`src/rtl/core/bsc_fifo.sv`:
```
// small register queue with combinational head read
module bsc_fifo #(
  parameter int W     = 8,
  parameter int DEPTH = 4
) (
  input  logic         clk,
  input  logic         rst,
  input  logic         wr,
  input  logic [W-1:0] wdata,
  input  logic         rd,
  output logic [W-1:0] rdata,
  output logic         full,
  output logic         empty
);

  localparam int AW = $clog2(DEPTH);

  logic [W-1:0] mem [DEPTH];
  logic [AW-1:0] wr_ptr;
  logic [AW-1:0] rd_ptr;
  logic [AW:0]   count;
  logic          do_wr;
  logic          do_rd;

  assign do_wr = wr && !full;
  assign do_rd = rd && !empty;
  assign full  = (count == (AW+1)'(DEPTH));
  assign empty = (count == '0);
  assign rdata = mem[rd_ptr];

  // pointers and fill level
  always_ff @(posedge clk) begin
    if (rst) begin
      wr_ptr <= '0;
      rd_ptr <= '0;
      count  <= '0;
    end else begin
      if (do_wr) wr_ptr <= wr_ptr + 1'b1;
      if (do_rd) rd_ptr <= rd_ptr + 1'b1;
      if (do_wr && !do_rd) count <= count + 1'b1;
      else if (do_rd && !do_wr) count <= count - 1'b1;
    end
  end

  // storage
  always_ff @(posedge clk) begin
    if (do_wr) mem[wr_ptr] <= wdata;
  end

endmodule

```
`config.mk`:
```
export PLATFORM = sky130hd
export DESIGN_NAME = bsc_fifo
export DESIGN_NICKNAME = d
export VERILOG_FILES = /design/src/rtl/core/bsc_fifo.sv
export SDC_FILE = /design/constraint.sdc
export NUM_CORES = 1
export LEC_CHECK = 0
export ABC_AREA = 0
export BUFFER_PORTS_ARGS = -buffer_cell sky130_fd_sc_hd__buf_4
export CELL_PAD_IN_SITES_DETAIL_PLACEMENT = 0
export CELL_PAD_IN_SITES_GLOBAL_PLACEMENT = 1
export CORE_MARGIN = 2
export CORE_UTILIZATION = 51
export DETAILED_ROUTE_END_ITERATION = 8
export GPL_ROUTABILITY_DRIVEN = 0
export PLACE_DENSITY = 0.79
export RECOVER_POWER = 50
export SYNTH_ARGS = -nofsm -noshare
export SYNTH_HDL_FRONTEND = slang
export SYNTH_SLANG_ARGS = --single-unit
export TNS_END_PERCENT = 5
```
`constraint.sdc`:
```
create_clock -name clk -period 5.6 [get_ports clk]
set_input_delay 1.4 -clock clk [delete_from_list [all_inputs] [get_ports clk]]
set_output_delay 1.4 -clock clk [all_outputs]
set_load 0.02 [all_outputs]
```
Yosys cells after proc, flatten, opt, wreduce, memory -nomap -nowiden:

Memories as Yosys holds them, arrays and structs flattened. A register that Yosys moved wholly into a read port is not among the register bits.
Index checks and enable logic that the tools add are counted.

* eq/ne operators: 1
* $add $sub $neg: 4
* $lt $le $gt $ge: 0
* bitwise logic cells: 0
* reduce and logical (&&, ||, !) cells: 10
* multiplexer cells: 6
* shifts and indexed selects: 0
* divide/modulo/power cells: 0
* multiply operators: 0

Operators with widths (number)
* $mux 3: 2
* $add 2x1->2 const B: 2
* $logic_and 1x1->1: 4
* $logic_not 1->1: 4
* $mux 2: 2
* $add 3x1->3 const B: 1
* $eq 3x3->1 const B: 1
* $logic_not 3->1: 1
* $sub 3x1->3 const B: 1
* $mux 1: 2
* $reduce_bool 2->1: 1

* output and inout bits: 10
* memories: 1
* RAM bits: 32
* bits in latches: 0
* logic and storage cells: 25
* input bits: 12
* bits in registers: 7
* memory bits (read-only): 0

Memory list
* mem: depth 4, bits a word 8, read ports 1, clocked after memory_dff 1, wr ports 1, RTL line 18 `logic [W-1:0] mem [DEPTH];`

Longest topological paths before layout:

* word-level depth: 7
* mapped depth: 8
* depth with buffers taken out: 8

Worst setup path before layout:

Ideal clock, no wire load.

* path type: input to register
* start point: input port wr
* end point: register count[2]
* setup slack: 2734 ps
* stages: 8
* setup time: 70 ps
* arrival time: 2796 ps
* cells stage by stage: inv_1 -> nor2_2 -> ha_1 -> inv_1 -> fa_1 -> xor2_1 -> or3_1 -> a21oi_1

* word-level cells in the longest chain between the ends: 4
* elaborated cells between the ends (all ways): 6

RTL lines
* start: declaration: RTL line 8 `input logic wr,`
* $logic_and 1x1->1 (*): RTL line 25 `assign do_wr = wr && !full;`
* named net do_wr: RTL line 22 `logic do_wr;`
* $logic_not 1->1: RTL line 41 `else if (do_rd && !do_wr) count <= count - 1'b1;`
* $logic_and 1x1->1: RTL line 41
* $reduce_bool 2->1 (no source line)
* end signal: assignment: RTL line 40 `if (do_wr && !do_rd) count <= count + 1'b1;`
* end signal: assignment: RTL line 41
* end: declaration: RTL line 21 `logic [AW:0] count;`

Mark *: on every way through the listed nets, which the timed path passes. The rest lies on a longest branch.
A chain may end at the register's enable or synchronous reset.

==> out/qor.yml <==
pre_cts_ws_ps: 2500
synth_nets: 108
peakVddDrop_v: 0.000204
post-route-cell-area_sq_um: 1870
dp_hpwl_um: 1760
coreArea_sq_um: 3030
multiInputGateArea_sq_um: 444
finalWorstPathRequiredPeriod_ps: 3170
postLayoutCoreUtil: 0.617
clockPowerShare: 0.232
antenna_cells: 0
pwr-share-seq: 0.490
drt_iter0_drc: 14
die_w_um: 60.4
path_cells: "mux4_2, buf_4"
cp-end-kind: "output pin"
final_nets: 133
vias_per_cell: 5.09
cts_hold_buf: 0
drive_above_1_share: 0.250
p_per_area_nw_per_um2: 451
clockBufferDepth: 2
max_clock_freq_mhz: 315
ios: 22
r2r_end: "count[2]"
use_met3: 0.0576
area_growth_pct: 15.3
fp.dieH_um: 60.4
numClockSinks: 41
rr_worst_depth: 8
clockRootBuffer: "clkbuf_4"
layout_common_cells: "edfxtp_1, buf_4, dfxtp_1, clkbuf_1, mux4_2"
cp-start-kind: "flip-flop"
grt_max_degree: 13
met1_usage: 0.203
cpPeakStageDelay_ps: 680
yosysWarnings: 0
ys_ff_latch: 41
setup_ws_ps: 2430
rsz0062_at_grt: "no"
seq_area_sq_um: 1140
crit_required_ps: 4200
yosysSeqAreaShare: 0.704
final_common_cell: "edfxtp_1"
run_status: "finished clean"
setup_tns_ps: 0
insertion_delay_ps: 340
worst_pin_slew_ps: 575
dp_cells: 152
final_antenna_net_count: 0
hold_start: "wr_ptr[1]"
critPathMaxFanout: 8
cts-buffers-inserted: 5
clkTransAtPathRegs_ps: 120
final_cells: 160
slew_violations: 0
busiest_layer: "met2"
drt-total-wl_um: 2480
wl_per_cell_um: 15.5
drc_errors: 0
swShare: 0.290
initial_core_util: 0.535
grt_pass1_wl_um: 4010
die_area_sq_um: 3640
antenna_found_initial: 0
worst_slew_margin_rel: 0.616
portBuffers: 21
skew_ps: 13.8
final.period_utilization: 0.566
h-tree-depth: 2
cap_violations: 0
cts_tree: "built"
p_int_uw: 598
min_to: "wr_ptr[1]"
hold_viol_final: 0
rrSetupSlack_ps: 3400
critical_path_class: "reg -> out"
drt_pre_antenna_iters: 4
synthesis.area_sq_um: 1620
p_leak_nw: 0.659
overflow: 0
cts-resized-gates: 0
grt_pass1_vias: 805
cpMaxStageDelayCell: "dfxtp_1"
setup_viol: 0
vias: 815
n_fill_cell: 248
num_rows: 20
p_sw_uw: 245
syn_inst: 90
hp-class: "reg -> reg"
syn_avg_cell_area_sq_um: 18.0
hold_depth: 2
cts_setup_buffers: 0
grtUsageTotal: 0.161
arrival_ps: 1770
yosysUniqueCellTypes: 21
r2r_start: "count[0]"
grt.met2_usage: 0.259
place_area_sq_um: 1820
p_comb_frac: 0.278
worst max-delay path, delay by kind of cell, from the launching register on:
kind	cells	cell delay, ps
muxes	1	570
DFF	1	680
buffers and inverters	1	170
per-stage QoR:
stage          hold slack (ps)  power (mW)
2_1_floorplan              482       0.579
3_3_place_gp               495       0.660
3_5_place_dp               520       0.665
4_1_cts                    535       0.861
5_1_grt                    577       0.894
6_report                   527       0.842
registers in the layout, summed over array words and instances, names as in the netlist, named ones only:
register / cells
rd_ptr: 2
mem: 32
count: 3
wr_ptr: 2
cell usage after synthesis:
master,instances,area share
a21oi_1,2,0.0062
and2_1,4,0.015
buf_2,1,0.0031
clkbuf_1,2,0.0046
dfxtp_1,9,0.11
edfxtp_1,32,0.59
fa_1,1,0.012
ha_1,5,0.039
inv_1,4,0.0093
mux2i_1,2,0.012
mux4_2,8,0.11
nand2b_1,2,0.0077
nor2_1,5,0.012
nor2_2,1,0.0039
nor3_1,1,0.0031
nor3b_2,1,0.0077
o21ai_0,2,0.0062
o311ai_1,1,0.0054
o31ai_2,1,0.0077
or3_1,2,0.0077
xor2_1,4,0.022
power by group through the flow:
stage	combinational, mW	clock, mW	sequential [mW]
final	0.234	0.195	0.413
after global routing	0.258	0.212	0.424
after CTS	0.242	0.202	0.418
after detailed placement	0.240	0	0.425
after global placement	0.238	0	0.422
after floorplan	0.182	0	0.397
layer usage:
metal  vias to the layer above  routed length, um
li1                        389                  -
met1                       397               1070
met2                        25               1240
met3                         4                137
met4                         0                 31
met5                         -                  0
logic make-up (layout without fill, tap and decap cells):
kind of cell	after synthesis	after routing	synth area share
compound gates	6	6	0.0255
flops	41	41	0.704
xor+xnor	4	4	0.0216
mux	10	10	0.124
fa+ha+maj	6	6	0.0510
buf+inv	7	33	0.0170
simple gates	16	16	0.0571
cell type report:
| type | count | area share |
|---|---|---|
| inverter | 4 | 0.00804 |
| clock inverter | 1 | 0.0161 |
| timing repair buffer | 21 | 0.0683 |
| multi-input combinational | 42 | 0.238 |
| sequential | 41 | 0.611 |
| tap | 44 | 0.0295 |
| clock buffer | 7 | 0.0295 |
how the worst max path moves through the flow:
stage	from	end	slack, ps	cells past startpoint
after floorplan	wr	count[2]	2730	8
after global placement	wr	count[2]	2600	9
after detailed placement	wr	count[2]	2500	9
after CTS	flip-flop	rdata[3]	2350	2
after global routing	flip-flop	rdata[5]	2270	2
final	flip-flop	rdata[3]	2430	2
No activity file was read; power rests on OpenSTA's default activity.
