## src/rtl/core/bsc_pkg.sv

```systemverilog
// shared types, constants and arithmetic helpers for the barometric compensation block
package bsc_pkg;

  // configuration register indexes
  typedef enum logic [2:0] {
    REG_AC1_AC2 = 3'd0,
    REG_AC3_AC4 = 3'd1,
    REG_AC5_AC6 = 3'd2,
    REG_B1_B2   = 3'd3,
    REG_MC_MD   = 3'd4,
    REG_OSS     = 3'd5
  } reg_idx_t;

  localparam int CFG_IDX_W  = 3;
  localparam int CFG_DATA_W = 32;

  // queue depths
  localparam int MID_DEPTH = 4;
  localparam int OUT_DEPTH = 2;

  // compensation constants
  localparam logic signed [28:0] B6_OFFSET  = 29'sd4000;
  localparam logic signed [12:0] P_X1_COEF  = 13'sd3038;
  localparam logic signed [13:0] P_X2_COEF  = -14'sd7357;
  localparam logic signed [43:0] P_OFFSET   = 44'sd3791;
  localparam logic [31:0]        B7_SCALE   = 32'd50000;
  localparam logic signed [63:0] B4_OFFSET  = 64'sd32768;
  localparam logic signed [63:0] TEMP_ROUND = 64'sd8;
  localparam logic signed [63:0] QUAD_ROUND = 64'sd2;

  // input item
  typedef struct packed {
    logic [15:0] raw_temperature;
    logic [23:0] raw_pressure;
  } in_t;

  // result item
  typedef struct packed {
    logic signed [15:0] temperature_tenths;
    logic signed [19:0] pressure_pa;
    logic               divide_error;
  } out_t;

  // unpacked calibration set
  typedef struct packed {
    logic signed [15:0] ac1;
    logic signed [15:0] ac2;
    logic signed [15:0] ac3;
    logic [15:0]        ac4;
    logic [15:0]        ac5;
    logic [15:0]        ac6;
    logic signed [15:0] b1;
    logic signed [15:0] b2;
    logic signed [15:0] mc;
    logic signed [15:0] md;
    logic [1:0]         oss;
  } cal_t;

  // classified item handed from front to back
  typedef struct packed {
    logic signed [17:0] x1;
    logic signed [18:0] den;
    logic [18:0]        up;
    logic               dz;
  } mq_t;

  // signed divide by 2^k, truncating toward zero
  function automatic logic signed [63:0] sdiv2k(input logic signed [63:0] v,
                                                input int unsigned k);
    logic signed [63:0] bias;
    bias = v[63] ? ((64'sd1 <<< k) - 64'sd1) : 64'sd0;
    return (v + bias) >>> k;
  endfunction

  // saturate to 16-bit signed
  function automatic logic signed [15:0] sat16(input logic signed [63:0] v);
    logic signed [15:0] r;
    if (v > 64'sd32767) r = 16'sh7fff;
    else if (v < -64'sd32768) r = 16'sh8000;
    else r = 16'(v);
    return r;
  endfunction

  // saturate to 20-bit signed
  function automatic logic signed [19:0] sat20(input logic signed [63:0] v);
    logic signed [19:0] r;
    if (v > 64'sd524287) r = 20'sh7ffff;
    else if (v < -64'sd524288) r = 20'sh80000;
    else r = 20'(v);
    return r;
  endfunction

endpackage

```

## src/rtl/core/bsc_front.sv

```systemverilog
// front part: accepts readings, computes x1 and the temperature divisor, flags zero divisor
module bsc_front (
  input  logic          clk,
  input  logic          rst,
  input  bsc_pkg::cal_t cal,
  input  logic          push,
  input  bsc_pkg::in_t  sample,
  output logic          full,
  input  logic          mq_full,
  output logic          mq_push,
  output bsc_pkg::mq_t  mq_data
);

  logic               adv;
  logic [2:0]         vld;
  logic [15:0]        f1_ut;
  logic [18:0]        f1_up;
  logic signed [32:0] f2_prod;
  logic [18:0]        f2_up;
  bsc_pkg::mq_t       f3;
  bsc_pkg::mq_t       f3_n;
  logic signed [16:0] diff;

  assign adv     = !(mq_full && vld[2]);
  assign full    = !adv;
  assign mq_push = vld[2] && !mq_full;
  assign mq_data = f3;

  // x1 and divisor from the registered product
  always_comb begin
    f3_n.x1  = 18'(bsc_pkg::sdiv2k(64'(f2_prod), 15));
    f3_n.den = 19'(f3_n.x1) + 19'(cal.md);
    f3_n.up  = f2_up;
    f3_n.dz  = (f3_n.den == '0);
  end

  assign diff = signed'({1'b0, f1_ut}) - signed'({1'b0, cal.ac6});

  // valid chain
  always_ff @(posedge clk) begin
    if (rst) begin
      vld <= '0;
    end else if (adv) begin
      vld <= {vld[1:0], push};
    end
  end

  // stage payload
  always_ff @(posedge clk) begin
    if (adv) begin
      f1_ut   <= sample.raw_temperature;
      f1_up   <= 19'(sample.raw_pressure >> (4'd8 - 4'(cal.oss)));
      f2_prod <= 33'(diff) * 33'(signed'({1'b0, cal.ac5}));
      f2_up   <= f1_up;
      f3      <= f3_n;
    end
  end

endmodule

```

## config.mk

```make
export PLATFORM = sky130hd
export DESIGN_NAME = bsc_front
export DESIGN_NICKNAME = d
export VERILOG_FILES = /design/src/rtl/core/bsc_pkg.sv /design/src/rtl/core/bsc_front.sv
export SDC_FILE = /design/constraint.sdc
export NUM_CORES = 1
export LEC_CHECK = 0
export ABC_AREA = 1
export BUFFER_PORTS_ARGS = -buffer_cell sky130_fd_sc_hd__buf_2
export CORE_ASPECT_RATIO = 1.25
export CORE_MARGIN = 1
export CORE_UTILIZATION = 35
export DETAILED_ROUTE_END_ITERATION = 6
export GPL_TIMING_DRIVEN = 0
export MAX_ROUTING_LAYER = met4
export PLACE_DENSITY = 0.52
export RECOVER_POWER = 100
export SLEW_MARGIN = 20
export SYNTH_ARGS = -nofsm -noshare
export SYNTH_HDL_FRONTEND = slang
export SYNTH_SLANG_ARGS = --single-unit
export TNS_END_PERCENT = 10
```

## constraint.sdc

```tcl
create_clock -name clk -period 14.68 [get_ports clk]
set_clock_uncertainty 0.15 [all_clocks]
set_input_delay 0.734 -clock clk [delete_from_list [all_inputs] [get_ports clk]]
set_output_delay 0.734 -clock clk [all_outputs]
set_load 0.005 [all_outputs]
```

Word level (Yosys, flattened, before mapping)
Index checks and enable logic that the tools add are counted.
- input port bits: 206
- output and inout port bits: 59
- register bits after elaboration: 147
- word-level logic and storage cells: 20
- mux-type cells: 1
- add/sub/neg operators: 4
- reductions and logical operators: 4
- multipliers: 1
- shift operators: 1
- operators by type and width (kind ; count):
    adder 33 x 16 -> 33 bit ; 1
    multiplier 17 x 17 -> 33 bit ; 1
    >> shifter 24 x 4 -> 19 bit ; 1
    adder 18 x 16 -> 19 bit ; 1
    zero test 19 bit ; 1
    subtractor 16 x 16 -> 17 bit ; 1
    two-way mux 15 bit ; 1
    subtractor 4 x 2 -> 4 bit (first input constant) ; 1
    logical AND 1 bit ; 2
    zero test 1 bit ; 1

Logic depth before layout (Yosys ltp)
- depth in word-level cells: 4
- gate-level depth with buffers: 35

Worst setup path before layout
OpenSTA, ideal clock, no wires.
- path kind: input-to-reg
- start point: input cal[69] (netlist bit)
- end point: register f2_prod[31] (data pin)
- stages: 31
- buffers on the path: 1
- arrival time: 6.892 ns
- path slack: 7.386 ns
- cells stage by stage: inv_1 ha_1 a21oi_2 o21ai_1 nand2_1 nand3_2 nand3_1 nand2_1 a211oi_2 inv_2 nor2_1 inv_1 fa_1 inv_1 fa_1 clkbuf_1 xor2_1 ha_1 a21o_1 fa_1 fa_1 fa_1 ha_1 a21oi_1 inv_1 a21oi_1 o21ai_0 a221oi_1 nand2_1 nand2_1 nand2_1
- longest elaborated chain between the ends: 2
- ends and longest elaborated chain (item ; RTL line ; RTL):
    start, declared ; bsc_front.sv:5 ; input bsc_pkg::cal_t cal,
    subtractor 16 x 16 -> 17 bit ; bsc_front.sv:37 ; assign diff = signed'({1'b0, f1_ut}) - signed'({1'b0, cal.ac6});
    multiplier 17 x 17 -> 33 bit ; bsc_front.sv:53 ; f2_prod <= 33'(diff) * 33'(signed'({1'b0, cal.ac5}));
    end signal, assigned ; bsc_front.sv:53 ;
    end, declared ; bsc_front.sv:18 ; logic signed [32:0] f2_prod;
No other way between the ends.
A chain may end at the register's enable or synchronous reset.

Worst setup path after layout
- start point: register f1_ut[2]
- end point: register f2_prod[26] (data pin)
- longest elaborated chain between the ends: 2
- ends and longest elaborated chain (item ; RTL line ; RTL):
    start, declared ; bsc_front.sv:16 ; logic [15:0] f1_ut;
    start signal, assigned ; bsc_front.sv:51 ; f1_ut <= sample.raw_temperature;
    subtractor 16 x 16 -> 17 bit ; bsc_front.sv:37 ;
    multiplier 17 x 17 -> 33 bit ; bsc_front.sv:53 ;
No other way between the ends.

==> results.yml <==
critical_path:
  critPathKind: "register to register"
  cp_data_required_time_ns: 14.73
  worstPathMaxFanout: 10
  cp_slowest_cell: "xor2_1"
  endpoint_kind: "register"
  cpPeakStageDelay_ns: 0.99
  cp.arrival_ns: 9.28
  startpoint_type: "register"
global_route:
  grt_usage_pct: 19.3
  first_global_vias: 14900
  grt_max_degree: 60
  antenna_found_initial: 0
  grt_pass1_wl_mm: 76.3
  gr-total-overflow: 0
status:
  status: "finished, violations left"
  violations: "DRC, capacitance limit, slew limit"
placed_design:
  dp_hpwl_mm: 39.3
  io_buffers: 141
  gp_congestion: 0.896
final_layout:
  final_nets: 2838
  area.growth.synth_to_final_pct: 11.1
  fillCellCount: 5265
  final_util_pct: 39.3
  drive_above_1_share_pct: 7.78
  antenna_cells: 0
yosys:
  synth_edf_count: 144
  ys.flop_type: "edfxtp_1"
  synth_fp_nets: 2676
  syn_avg_cell_area_sq_um: 8.84
  async_reset_ff_share_pct: 0
  syn_inst: 2062
  synth_warnings: 0
  synth_cell_types: 54
  post_synth_instance_area_sq_mm: 0.0182
  synth-seq-cells: 147
  seq_area_frac_synth_pct: 24.0
routing:
  detailroute.via_count: 13900
  avgViaCountPerCell: 4.78
  drt_wl_total_mm: 46.5
  drtAntennaViolNets: 0
  initialDrtViolationCount: 736
  wl_per_cell_um: 16.0
  firstDrtPassIters: 7
  drc: 14
clock_tree:
  cts_buffers: 17
  cts.sinks: 147
  cts_resized: 0
  cts-root-buf: "clkbuf_16"
  post-cts-setup-buffers: 0
  worstSkewPairLatency_ns: 0.47
  htreeDepth: 4
  cts_hold_buf: 0
  cts_tree: "built"
  clk_pin_slew_ns: 0.08
  cts.path.max_buffers: 2
sta:
  max_slew_margin_pct: -98.4
  final_hold_viol_count: 0
  fin_tns_setup_ns: 0
  tightest_slew_ns: 2.98
  slew_viol_final: 152
  rsz0062_at_grt: "no"
  post-route-min-period_ns: 9.23
  setup_violations: 0
  fmaxAchievable_ghz: 0.108
  fin_crit_sh_pct: 62.9
die:
  start_util_pct: 35.4
  ios: 265
  coreArea_sq_mm: 0.0515
  row_count: 93
  die_w_um: 206
  die-area_sq_mm: 0.0530
  die_h_um: 257
hold_path:
  holdCritPathClass: "register to register"
run:
  maxCapViolCount: 3
[critical path: cells and delay by family (launching register included)]
| family | cells | cell delay [ns] |
|---|---|---|
| compound gates | 9 | 2.67 |
| buf+inv | 4 | 0.19 |
| flops | 1 | 0.38 |
| fa+ha+maj | 8 | 3.73 |
| xor+xnor | 2 | 1.13 |
| simple gates | 8 | 0.70 |
[cell usage after synthesis (5+ instances only)]
library cell,number,area (sq um)
ha_1,137,1710
nor2_1,202,758
or2_2,12,75.1
o21bai_1,6,45.0
nor2_4,6,67.6
a21oi_1,87,435
nand4_1,13,81.3
nor3_1,14,70.1
nor4_1,6,37.5
edfxtp_1,144,4320
xor2_1,39,342
a21o_1,5,37.5
fa_1,271,5430
xnor2_1,20,175
clkinv_1,11,41.3
inv_1,477,1790
nor2_2,8,50.1
o21ai_0,63,315
clkbuf_1,34,128
a31oi_1,6,37.5
nand3_1,74,370
nand2_1,368,1380
[through the flow]
| stage | instance area (sq um) | hold WS [ns] | setup WS, ns | cells |
|---|---|---|---|---|
| after floorplan | 18200 | 0.250 | 7.39 | 2062 |
| after global placement | 19800 | 0.251 | 6.07 | 2868 |
| after detailed placement | 19800 | 0.255 | 5.97 | 2870 |
| after CTS | 20400 | 0.257 | 6.42 | 2902 |
| after global routing | 20300 | 0.264 | 4.75 | 2902 |
| final | 20300 | 0.267 | 5.45 | 2902 |
[path summary, 6_finish.rpt]
check / start / end / slack (ns) / cells after the start
worst max register to register: f1_ut[2] / f2_prod[26] / 5.45 / 31
worst min-delay path: f1_up[14] / f2_up[14] / 0.27 / 0
worst max-delay path: f1_ut[2] / f2_prod[26] / 5.45 / 31
worst min register to register: f1_up[14] / f2_up[14] / 0.27 / 0
[layer usage]
metal	vias up	global-route usage [%]	wire [um]
li1	6674	-	-
met1	6834	21.9	18700
met2	288	34.6	24400
met3	84	2.09	1740
met4	0	7.01	1530
met5	-	-	0
[final cells by class]
cell class | count | area (sq um) | share of cell area, %
plain buffers | 39 | 156 | 0.772
clock buffers | 18 | 429 | 2.12
clock inverters | 14 | 149 | 0.735
inverters | 493 | 1850 | 9.14
multi-input cells | 1383 | 11800 | 58.2
flip-flops and latches | 147 | 4380 | 21.6
well taps | 665 | 832 | 4.11
repair buffers | 143 | 659 | 3.25
[cells by family (layout without fill, tap and decap cells)]
logic type / after synthesis / in the layout / share of synthesized area (%)
AO/OA/AOI/OAI: 198 / 198 / 6.18
XOR/XNOR: 62 / 62 / 3.16
adder cells (fa/ha/maj): 408 / 408 / 39.1
buffers and inverters: 532 / 707 / 11.0
flip-flops: 147 / 147 / 24.0
multiplexers: 4 / 4 / 0.220
AND/OR/NAND/NOR: 711 / 711 / 16.2
[placed cells by master (no fill, tap or decap), types with 3 or more instances in the layout]
cell type   count
inv_8           3
or2_2          12
a31oi_1         6
edfxtp_1      144
buf_2          99
clkbuf_16      17
o21a_1          3
inv_2           4
inv_6           3
clkinvlp_4      4
ha_1          137
xor2_1         40
nor2_1        202
o21ai_0        70
clkinv_1       12
nor2_2          8
o21bai_1        6
nor2_4          6
mux2i_1         4
nor4_1          6
dfxtp_1         3
o211ai_1        4
nand4_1        13
inv_1         477
a21boi_0        3
clkbuf_1       78
nand2_1       368
a21o_1          5
nand3_1        74
buf_1           4
xnor2_1        20
nand2_2         3
a21oi_1        87
fa_1          271
nor3_1         14
[flip-flops by register name, indices dropped and copies added, names as in the netlist]
| register | cells |
|---|---|
| vld | 3 |
| f2_up | 19 |
| f1_up | 19 |
| mq_data | 57 |
| f1_ut | 16 |
| f2_prod | 33 |
Power is left out: the tool's default activity adds up to more than one toggle a clock period on the data nets, which glitch-free logic cannot reach.
